===== config.mk =====
export PLATFORM = sky130hd
export DESIGN_NAME = lcd_mode_timing_sequencer_flat
export DESIGN_NICKNAME = d
export VERILOG_FILES = /design/src/rtl/lmts_pkg.sv /design/src/rtl/lmts_if.sv /design/src/rtl/lmts_step.sv /design/src/rtl/lcd_mode_timing_sequencer.sv /design/src/flat_wrapper.sv
export SDC_FILE = /design/constraint.sdc
export NUM_CORES = 1
export LEC_CHECK = 0
export ABC_AREA = 0
export CORE_MARGIN = 3
export CORE_UTILIZATION = 64
export DETAILED_ROUTE_END_ITERATION = 10
export DONT_BUFFER_PORTS = 1
export PLACE_DENSITY_LB_ADDON = 0.25
export SLEW_MARGIN = 25
export SYNTH_ARGS = -nofsm -noshare
export SYNTH_HDL_FRONTEND = slang
export SYNTH_SLANG_ARGS = --single-unit

===== constraint.sdc =====
create_clock -name clk_i -period 3.75 [get_ports clk_i]
set_clock_uncertainty 0.05 [all_clocks]
set_input_delay 0.75 -clock clk_i [delete_from_list [all_inputs] [get_ports clk_i]]
set_output_delay 0.75 -clock clk_i [all_outputs]
set_load 0.1 [all_outputs]

===== src/rtl/lmts_pkg.sv =====
package lmts_pkg;

  // line timing, in dots
  localparam int unsigned DotsPerLine = 456;
  localparam logic [9:0] DOTS_PER_LINE = 10'(DotsPerLine);
  localparam logic [9:0] OAM_END_DOT   = 10'd80;
  localparam logic [9:0] DRAW_END_DOT  = 10'd252;
  localparam logic [9:0] DOT_MAX       = 10'h3FF;

  // frame timing, in lines
  localparam logic [7:0] FIRST_VBLANK_LINE = 8'd144;
  localparam logic [7:0] LAST_LINE         = 8'd153;

  // status interrupt source enable bits
  localparam int unsigned IRQ_HBLANK    = 0;
  localparam int unsigned IRQ_VBL_ENTRY = 1;
  localparam int unsigned IRQ_OAM       = 2;
  localparam int unsigned IRQ_COINC     = 3;

  typedef enum logic [1:0] {
    MODE_HBLANK = 2'd0,
    MODE_VBLANK = 2'd1,
    MODE_OAM    = 2'd2,
    MODE_DRAW   = 2'd3
  } mode_e;

  typedef struct packed {
    logic [9:0] dot_count;
    logic [7:0] cur_line;
    mode_e      cur_mode;
    logic       coinc_flag;
  } lmts_state_t;

  typedef struct packed {
    mode_e      mode;
    logic [7:0] line;
    logic       coincidence;
    logic       status_irq;
    logic       vblank_irq;
    logic       frame_done;
    logic       render_line;
  } lmts_result_t;

endpackage


===== src/rtl/lmts_if.sv =====
// input beat channel
interface lmts_in_if;
  logic       valid;
  logic       ready;
  logic [5:0] dots;
  logic       lcd_enable;
  logic [7:0] compare_line;
  logic [3:0] irq_enables;

  modport source (output valid, dots, lcd_enable, compare_line, irq_enables, input ready);
  modport sink   (input valid, dots, lcd_enable, compare_line, irq_enables, output ready);
endinterface

// result beat channel
interface lmts_out_if;
  logic       valid;
  logic       ready;
  logic [1:0] mode;
  logic [7:0] line;
  logic       coincidence;
  logic       status_irq;
  logic       vblank_irq;
  logic       frame_done;
  logic       render_line;

  modport source (output valid, mode, line, coincidence, status_irq, vblank_irq,
                  frame_done, render_line, input ready);
  modport sink   (input valid, mode, line, coincidence, status_irq, vblank_irq,
                  frame_done, render_line, output ready);
endinterface


===== src/rtl/lmts_step.sv =====
module lmts_step (
  input  lmts_pkg::lmts_state_t  state_i,
  input  logic [5:0]             dots_i,
  input  logic                   lcd_enable_i,
  input  logic [7:0]             compare_line_i,
  input  logic [3:0]             irq_enables_i,
  output lmts_pkg::lmts_state_t  state_o,
  output lmts_pkg::lmts_result_t result_o
);
  import lmts_pkg::*;

  logic [10:0] sum;
  logic [9:0]  dots_sat;
  logic        line_match;
  mode_e       mode_nxt;
  logic        stat_req;
  logic        vbl_req;
  logic        frame;
  logic        render;

  // saturating dot accumulate
  assign sum      = {1'b0, state_i.dot_count} + {5'b0, dots_i};
  assign dots_sat = sum[10] ? DOT_MAX : sum[9:0];
  assign line_match = (state_i.cur_line == compare_line_i);

  // mode selection and interrupt requests
  always_comb begin
    mode_nxt = state_i.cur_mode;
    stat_req = line_match & irq_enables_i[IRQ_COINC];
    vbl_req  = 1'b0;
    frame    = 1'b0;
    render   = 1'b0;
    if (state_i.cur_line >= FIRST_VBLANK_LINE) begin
      if (state_i.cur_mode != MODE_VBLANK) begin
        mode_nxt = MODE_VBLANK;
        stat_req = irq_enables_i[IRQ_VBL_ENTRY];
        vbl_req  = 1'b1;
        frame    = 1'b1;
      end
    end else if (dots_sat <= OAM_END_DOT) begin
      if (state_i.cur_mode != MODE_OAM) begin
        mode_nxt = MODE_OAM;
        stat_req = irq_enables_i[IRQ_OAM];
      end
    end else if (dots_sat <= DRAW_END_DOT) begin
      mode_nxt = MODE_DRAW;
    end else if (dots_sat <= DOTS_PER_LINE) begin
      if (state_i.cur_mode != MODE_HBLANK) begin
        mode_nxt = MODE_HBLANK;
        stat_req = irq_enables_i[IRQ_HBLANK];
        render   = 1'b1;
      end
    end
  end

  // next state, with end-of-line wrap and display-off clear
  always_comb begin
    state_o = state_i;
    if (!lcd_enable_i) begin
      state_o.dot_count = '0;
      state_o.cur_line  = '0;
      state_o.cur_mode  = MODE_HBLANK;
    end else begin
      state_o.coinc_flag = line_match;
      state_o.cur_mode   = mode_nxt;
      state_o.dot_count  = dots_sat;
      if (dots_sat >= DOTS_PER_LINE) begin
        state_o.dot_count = dots_sat - DOTS_PER_LINE;
        state_o.cur_line  = (state_i.cur_line >= LAST_LINE) ? 8'd0 : state_i.cur_line + 8'd1;
      end
    end
  end

  // result beat
  always_comb begin
    result_o.mode        = state_o.cur_mode;
    result_o.line        = state_o.cur_line;
    result_o.coincidence = state_o.coinc_flag;
    result_o.status_irq  = lcd_enable_i & stat_req;
    result_o.vblank_irq  = lcd_enable_i & vbl_req;
    result_o.frame_done  = lcd_enable_i & frame;
    result_o.render_line = lcd_enable_i & render;
  end

endmodule


===== src/rtl/lcd_mode_timing_sequencer.sv =====
// Result: registered; an accepted input beat's result beat appears in the cycle after it is accepted.
// Throughput: one beat per cycle; the single result register takes a new
// beat whenever it is empty or being drained in the same cycle.
// Reset: asynchronous, active low; clears the dot counter, line, mode,
// coincidence flag and the result valid.
module lcd_mode_timing_sequencer (
  input  logic            clk_i,
  input  logic            rst_ni,
  lmts_in_if.sink         in_i,
  lmts_out_if.source      res_o
);
  import lmts_pkg::*;

  lmts_state_t  state_q;
  lmts_state_t  state_d;
  lmts_result_t result_q;
  lmts_result_t result_d;
  logic         valid_q;
  logic         accept;

  // handshake
  assign in_i.ready = !valid_q || res_o.ready;
  assign accept     = in_i.valid && in_i.ready;

  // per-beat update logic
  lmts_step u_step (
    .state_i        (state_q),
    .dots_i         (in_i.dots),
    .lcd_enable_i   (in_i.lcd_enable),
    .compare_line_i (in_i.compare_line),
    .irq_enables_i  (in_i.irq_enables),
    .state_o        (state_d),
    .result_o       (result_d)
  );

  // sequencer state and result valid
  always_ff @(posedge clk_i or negedge rst_ni) begin
    if (!rst_ni) begin
      state_q <= '{dot_count: '0, cur_line: '0, cur_mode: MODE_HBLANK, coinc_flag: 1'b0};
      valid_q <= 1'b0;
    end else begin
      if (accept) begin
        state_q <= state_d;
      end
      if (in_i.ready) begin
        valid_q <= in_i.valid;
      end
    end
  end

  // result payload
  always_ff @(posedge clk_i) begin
    if (accept) begin
      result_q <= result_d;
    end
  end

  // output drive
  assign res_o.valid       = valid_q;
  assign res_o.mode        = result_q.mode;
  assign res_o.line        = result_q.line;
  assign res_o.coincidence = result_q.coincidence;
  assign res_o.status_irq  = result_q.status_irq;
  assign res_o.vblank_irq  = result_q.vblank_irq;
  assign res_o.frame_done  = result_q.frame_done;
  assign res_o.render_line = result_q.render_line;

endmodule

===== src/flat_wrapper.sv =====
// flat-port wrapper written by rule: the top's interface ports become plain ports
module lcd_mode_timing_sequencer_flat import lmts_pkg::*;
  (clk_i, rst_ni, in_i_valid, in_i_dots, in_i_lcd_enable, in_i_compare_line, in_i_irq_enables, in_i_ready, res_o_valid, res_o_mode, res_o_line, res_o_coincidence, res_o_status_irq, res_o_vblank_irq, res_o_frame_done, res_o_render_line, res_o_ready);
  lmts_in_if in_i_i ();
  lmts_out_if res_o_i ();
  input  logic clk_i;
  input  logic rst_ni;
  input wire logic [$bits(in_i_i.valid)-1:0] in_i_valid;
  input wire logic [$bits(in_i_i.dots)-1:0] in_i_dots;
  input wire logic [$bits(in_i_i.lcd_enable)-1:0] in_i_lcd_enable;
  input wire logic [$bits(in_i_i.compare_line)-1:0] in_i_compare_line;
  input wire logic [$bits(in_i_i.irq_enables)-1:0] in_i_irq_enables;
  output wire logic [$bits(in_i_i.ready)-1:0] in_i_ready;
  output wire logic [$bits(res_o_i.valid)-1:0] res_o_valid;
  output wire logic [$bits(res_o_i.mode)-1:0] res_o_mode;
  output wire logic [$bits(res_o_i.line)-1:0] res_o_line;
  output wire logic [$bits(res_o_i.coincidence)-1:0] res_o_coincidence;
  output wire logic [$bits(res_o_i.status_irq)-1:0] res_o_status_irq;
  output wire logic [$bits(res_o_i.vblank_irq)-1:0] res_o_vblank_irq;
  output wire logic [$bits(res_o_i.frame_done)-1:0] res_o_frame_done;
  output wire logic [$bits(res_o_i.render_line)-1:0] res_o_render_line;
  input wire logic [$bits(res_o_i.ready)-1:0] res_o_ready;
  assign in_i_i.valid = in_i_valid;
  assign in_i_i.dots = in_i_dots;
  assign in_i_i.lcd_enable = in_i_lcd_enable;
  assign in_i_i.compare_line = in_i_compare_line;
  assign in_i_i.irq_enables = in_i_irq_enables;
  assign in_i_ready = in_i_i.ready;
  assign res_o_valid = res_o_i.valid;
  assign res_o_mode = res_o_i.mode;
  assign res_o_line = res_o_i.line;
  assign res_o_coincidence = res_o_i.coincidence;
  assign res_o_status_irq = res_o_i.status_irq;
  assign res_o_vblank_irq = res_o_i.vblank_irq;
  assign res_o_frame_done = res_o_i.frame_done;
  assign res_o_render_line = res_o_i.render_line;
  assign res_o_i.ready = res_o_ready;
  lcd_mode_timing_sequencer u_core (.clk_i(clk_i), .rst_ni(rst_ni), .in_i(in_i_i), .res_o(res_o_i));
endmodule

# Yosys cells after proc, flatten, opt, wreduce, memory -nomap -nowiden
# Index checks and enable logic that the tools add are counted.
# word_totals
wordCells	57
inputBits	23
output_inout_bits	17
reg_bits	36
# op_classes
n_lt_le_gt_ge	6
bitwise_logic	4
eq_ne	3
reduce_logical	4
muxes	26
n_addsub	3
# op_table
operator	n
20-bit two-way mux	1
18-bit two-way mux	1
8-bit >= comparator, second input constant	2
1-bit two-way mux	15
2-bit two-way mux	7
10-bit by 6-bit adder with 11-bit output	1
10-bit by 9-bit >= comparator with 1-bit output, second input constant	1
10-bit by 7-bit less-or-equal comparator with 1-bit output, second input constant	1
10-bit by 8-bit less-or-equal comparator with 1-bit output, second input constant	1
10-bit by 9-bit less-or-equal comparator with 1-bit output, second input constant	1
10-bit two-way mux	1
10-bit by 9-bit subtractor with 10-bit output, second input constant	1
8-bit by 1-bit adder with 8-bit output, second input constant	1
8-bit equality test	1
8-bit two-way mux	1
1-bit bitwise AND	4
2-bit by 1-bit inequality test with 1-bit output, second input constant	1
2-bit inequality test, second input constant	1
2-bit nonzero test	1
1-bit logical AND	1
1-bit zero test	1
1-bit logical OR	1

# Depth between registers and ports, before layout
# logic_depth
depth_word	8
depth_mapped	12
depth_no_buf	12

# Hierarchy
# Synthesis repeated with hierarchy kept, for this count alone.
# unflattened
hier_cells	270
hier_area_um2	2772.7
# by_module_without_submodules
mod	seq_area_each_um2	cells_each	n_inst	area_per_inst_um2
lmts_step	0.0	206	1	1406.3
lcd_mode_timing_sequencer	1001.0	64	1	1366.3

# Least setup slack after synthesis
# Ideal clock, no wire load.
# synth_path
path_type	input to register
from	input in_i_dots[0]
to	register u_core.state_q[8] in the netlist's numbering
t_arrival_ns	3.375
path_slack_ns	0.245
stages	11
required_time_ns	3.620
n_path_buf	0
setup_ns	0.080
path_cell_list	ha_1 fa_1 a21o_1 a21oi_1 xor2_1 and2_1 ha_1 a31oi_1 o21a_4 or4_4 o211ai_2
# synth_via
elab_chain_len	5
# synth_rtl
element	line_no	text
from (decl)	flat_wrapper.sv:9	input wire logic [$bits(in_i_i.dots)-1:0] in_i_dots;
10-bit by 6-bit adder with 11-bit output	lmts_step.sv:22	assign sum = {1'b0, state_i.dot_count} + {5'b0, dots_i};
10-bit two-way mux	lmts_step.sv:23	assign dots_sat = sum[10] ? DOT_MAX : sum[9:0];
10-bit by 9-bit >= comparator with 1-bit output	lmts_step.sv:67	if (dots_sat >= DOTS_PER_LINE) begin
18-bit two-way mux	lmts_step.sv:67	
20-bit two-way mux	lmts_step.sv:59	if (!lcd_enable_i) begin
to (signal assigned)	lcd_mode_timing_sequencer.sv:39	state_q <= '{dot_count: '0, cur_line: '0, cur_mode: MODE_HBLANK, coinc_flag: 1'b0};
to (signal assigned)	lcd_mode_timing_sequencer.sv:43	state_q <= state_d;
to (decl)	lcd_mode_timing_sequencer.sv:14	lmts_state_t state_q;
# No other way between the ends.
# A chain may end at the register's enable or synchronous reset.

==> results.toml <==
[run_status]
status = "completed"

[die]
die_x_um = 70.9
io_pins = 40
start_util = 0.700
core-area_sq_mm = 0.00385
placementRows = 22
die_h_um = 70.9
dieArea_sq_mm = 0.00503

[layout]
multiInputGateArea_sq_mm = 0.00161
fillCellCount = 286
area_growth_pct = 7.37
antennaDiodeCount = 0
final_cells = 354
seq_area_sq_um = 971
final_net_count = 341
drive_gt1_frac = 0.118

[synthesis]
muxShareOfSynthArea = 0.0227
synth_xor_area_frac = 0.0487
yosys-top-cells-area = "dfrtp_1 (20%), edfxtp_1 (16%), ha_1 (5.6%), nand2_1 (4.5%), xnor2_1 (4.2%)"
syn_nets = 333
synth_top_family_by_area = "compound AO/OA/AOI/OAI gates"
yosysTopAreaCell = "dfrtp_1"
ys_ff_latch = 36
synth_adder_area_share = 0.0631
synth.top_cell.area_share = 0.204
synth_compound_area_frac = 0.265
yosysSeqAreaShare = 0.360
synth_simple_gate_area_frac = 0.196
ys.flop_type = "dfrtp_1"
syn_avg_cell_area_sq_um = 9.08
netlist_top_cells_count = "nand2_1 (32), dfrtp_1 (22), a21oi_1 (21)"
async_reset_ff_frac = 0.611
syn_inst = 297
post-synth-top-count-cell = "nand2_1"
synth-edff-count = 14
ys_types = 69
syn-cell-area_sq_mm = 0.00270
yosysWarnings = 0

[place]
post-place-ws_ns = -0.0427
gp_congestion = 0.947
hpwl_um = 4820
numPortBuffers = 0
place_inst = 346

[setup_path]
path_delay_family = "compound AO/OA/AOI/OAI gates"
worst-setup-path-type = "primary input to flop"
critPathMaxFanout = 4
cp_num_buf_inv = 0
critPathRequiredTime_ns = 3.75
critPathCaptureType = "flop"
startpoint_type = "primary input"
slowest_stage = "or4_1"
worstPathArrival_ns = 3.54
cp_slowest_stage_delay_ns = 0.56
path_cells = "ha_1, fa_1, a21o_1, a21oi_1, xor2_1, or4_1, o41ai_2, o2111ai_1, mux2i_1, a2bb2oi_1"

[routing]
wl_per_cell_um = 18.7
drt_iter0_drc = 246
dr.pass1.iters = 5
route.detailed.drc = 0
routed_wl_um = 6640
routed_via_density = 6.88
vias = 2436
drtAntennaViolNets = 0

[global_routing]
grt_pass1_wl_um = 10900
grt_pass1_vias = 2344
grt_max_degree = 26
gr-total-overflow = 0
antenna_found_initial = 0
grt_usage = 0.271

[clocking]
cts-buffers-inserted = 5
tritoncts = "built"
clk-insertion-delay-late_ns = 0.29
postCtsSetupBuffers = 0
cts_hold_buf = 0
clkSlewWorstSetupHoldPaths_ns = 0.07
clockBufferDepth = 2
cts.sinks = 36
cts_resized = 0
clockRootBuffer = "clkbuf_8"
cts_max_level = 2

[sta]
post-route-period-util = 0.945
fin_ws_ns = 0.206
worst_pin_slew_ns = 1.02
rsz0062_at_grt = "false"
setup_viol = 0
max_freq_ghz = 0.282
hold_slack_ns = 0.0900
finalHoldViolations = 0
fin_crit_ns = 3.54
slew_violations = 0
slew_headroom = 0.319

[power]
power_leakage_nw = 1.21
total_power_mw = 1.41
powerDensity_mw_per_mm2 = 488
vdd_drop_max_mv = 0.321

[flow_run]
cap_viol_max_count = 0

[hold_path]
hold_path_class = "primary input to asynchronous set/reset pin"
==> stage by stage <==
| stage | area (sq um) | TNS, ns | utilization |
|---|---|---|---|
| global route | 2900 | 0 | 0.752 |
| detailed placement | 2810 | -0.0488 | 0.730 |
| global placement | 2810 | 0 | 0.730 |
| finish | 2900 | 0 | 0.752 |
| floorplan | 2700 | 0 | - |
| CTS | 2900 | 0 | 0.752 |
==> power breakdown <==
| group | switching (mW) | internal, mW | total, mW |
|---|---|---|---|
| logic | 0.336 | 0.207 | 0.543 |
| registers | 0.133 | 0.461 | 0.594 |
| clock network | 0.148 | 0.129 | 0.277 |
| total | 0.616 | 0.797 | 1.41 |
==> placed cells by master (no fill, tap or decap), types with 2 or more instances in the layout <==
master	Yosys	routed
a21o_1	5	5
a21oi_1	21	21
a2bb2oi_1	2	2
or2_2	2	2
clkinv_1	1	2
edfxtp_1	14	14
dfrtp_1	22	22
o31ai_1	6	6
or3_1	6	6
o22ai_1	2	2
nand2_1	32	32
xnor2_1	13	13
o211ai_1	6	6
a211o_1	4	4
nand3_1	11	11
xor2_1	2	2
and3_1	8	8
mux2i_1	5	5
and2_1	3	3
a31oi_1	3	3
a2111oi_0	2	2
inv_1	12	12
nor3_1	6	6
buf_4	1	13
nor2_1	18	18
clkbuf_8	0	5
o21ai_0	17	17
nand4_1	7	7
o21a_1	4	4
ha_1	12	12
nand2b_1	2	2
==> path summary, 6_finish.rpt <==
kind                                         start  slack [ns]                 endpoint  depth (start not counted)
worst max register to register  u_core.state_q[11]        0.26  u_core.res_o.status_irq                         10
worst min register to register  u_core.state_q[13]        0.44       u_core.state_q[13]                          1
min in group clk_i              u_core.state_q[13]        0.44       u_core.state_q[13]                          1
max in group asynchronous                   rst_ni        3.49        u_core.state_q[6]                          0
worst max-delay path                  in_i_dots[0]        0.21  u_core.res_o.status_irq                         10
worst min-delay path                        rst_ni        0.09       u_core.state_q[13]                          0
==> logic make-up after synthesis <==
logic type	Yosys count
compound gates	96
xor+xnor	15
fa+ha+maj	13
buf+inv	26
flops	36
mux	6
simple gates	105
==> worst reg2reg max path: cells and delay by family, from the launching register on <==
family / cells / cell delay [ns]
XOR/XNOR: 1 / 0.16
AND/OR/NAND/NOR: 1 / 0.56
adder cells (fa/ha/maj): 2 / 0.66
multiplexers: 1 / 0.23
AO/OA/AOI/OAI: 5 / 1.20
flip-flops: 1 / 0.39
==> registers in the layout (all words and copies together), names as in the netlist <==
register,flops
u_core.res_o.coincidence,1
u_core.res_o.line,8
u_core.res_o.mode,2
u_core.res_o.render_line,1
u_core.res_o.status_irq,1
u_core.res_o.valid,1
u_core.res_o.vblank_irq,1
u_core.state_q,21
==> per-layer routing <==
metal	GRT usage	routed length, um	up-vias	share of wire
li1	-	-	1129	-
met1	0.363	2780	1161	0.42
met2	0.429	3120	128	0.47
met3	0.0710	587	18	0.088
met4	0.0877	146	0	0.022
met5	0	0	-	0
==> layout make-up <==
| cell class | count | share of cell area |
|---|---|---|
| clock buffers | 6 | 0.0251 |
| multi-input cells | 235 | 0.555 |
| flip-flops and latches | 36 | 0.335 |
| repair buffers | 14 | 0.0432 |
| clock inverters | 2 | 0.00389 |
| well taps | 48 | 0.0207 |
| inverters | 13 | 0.0168 |
Note: power is estimated with default switching activity, not from simulation.
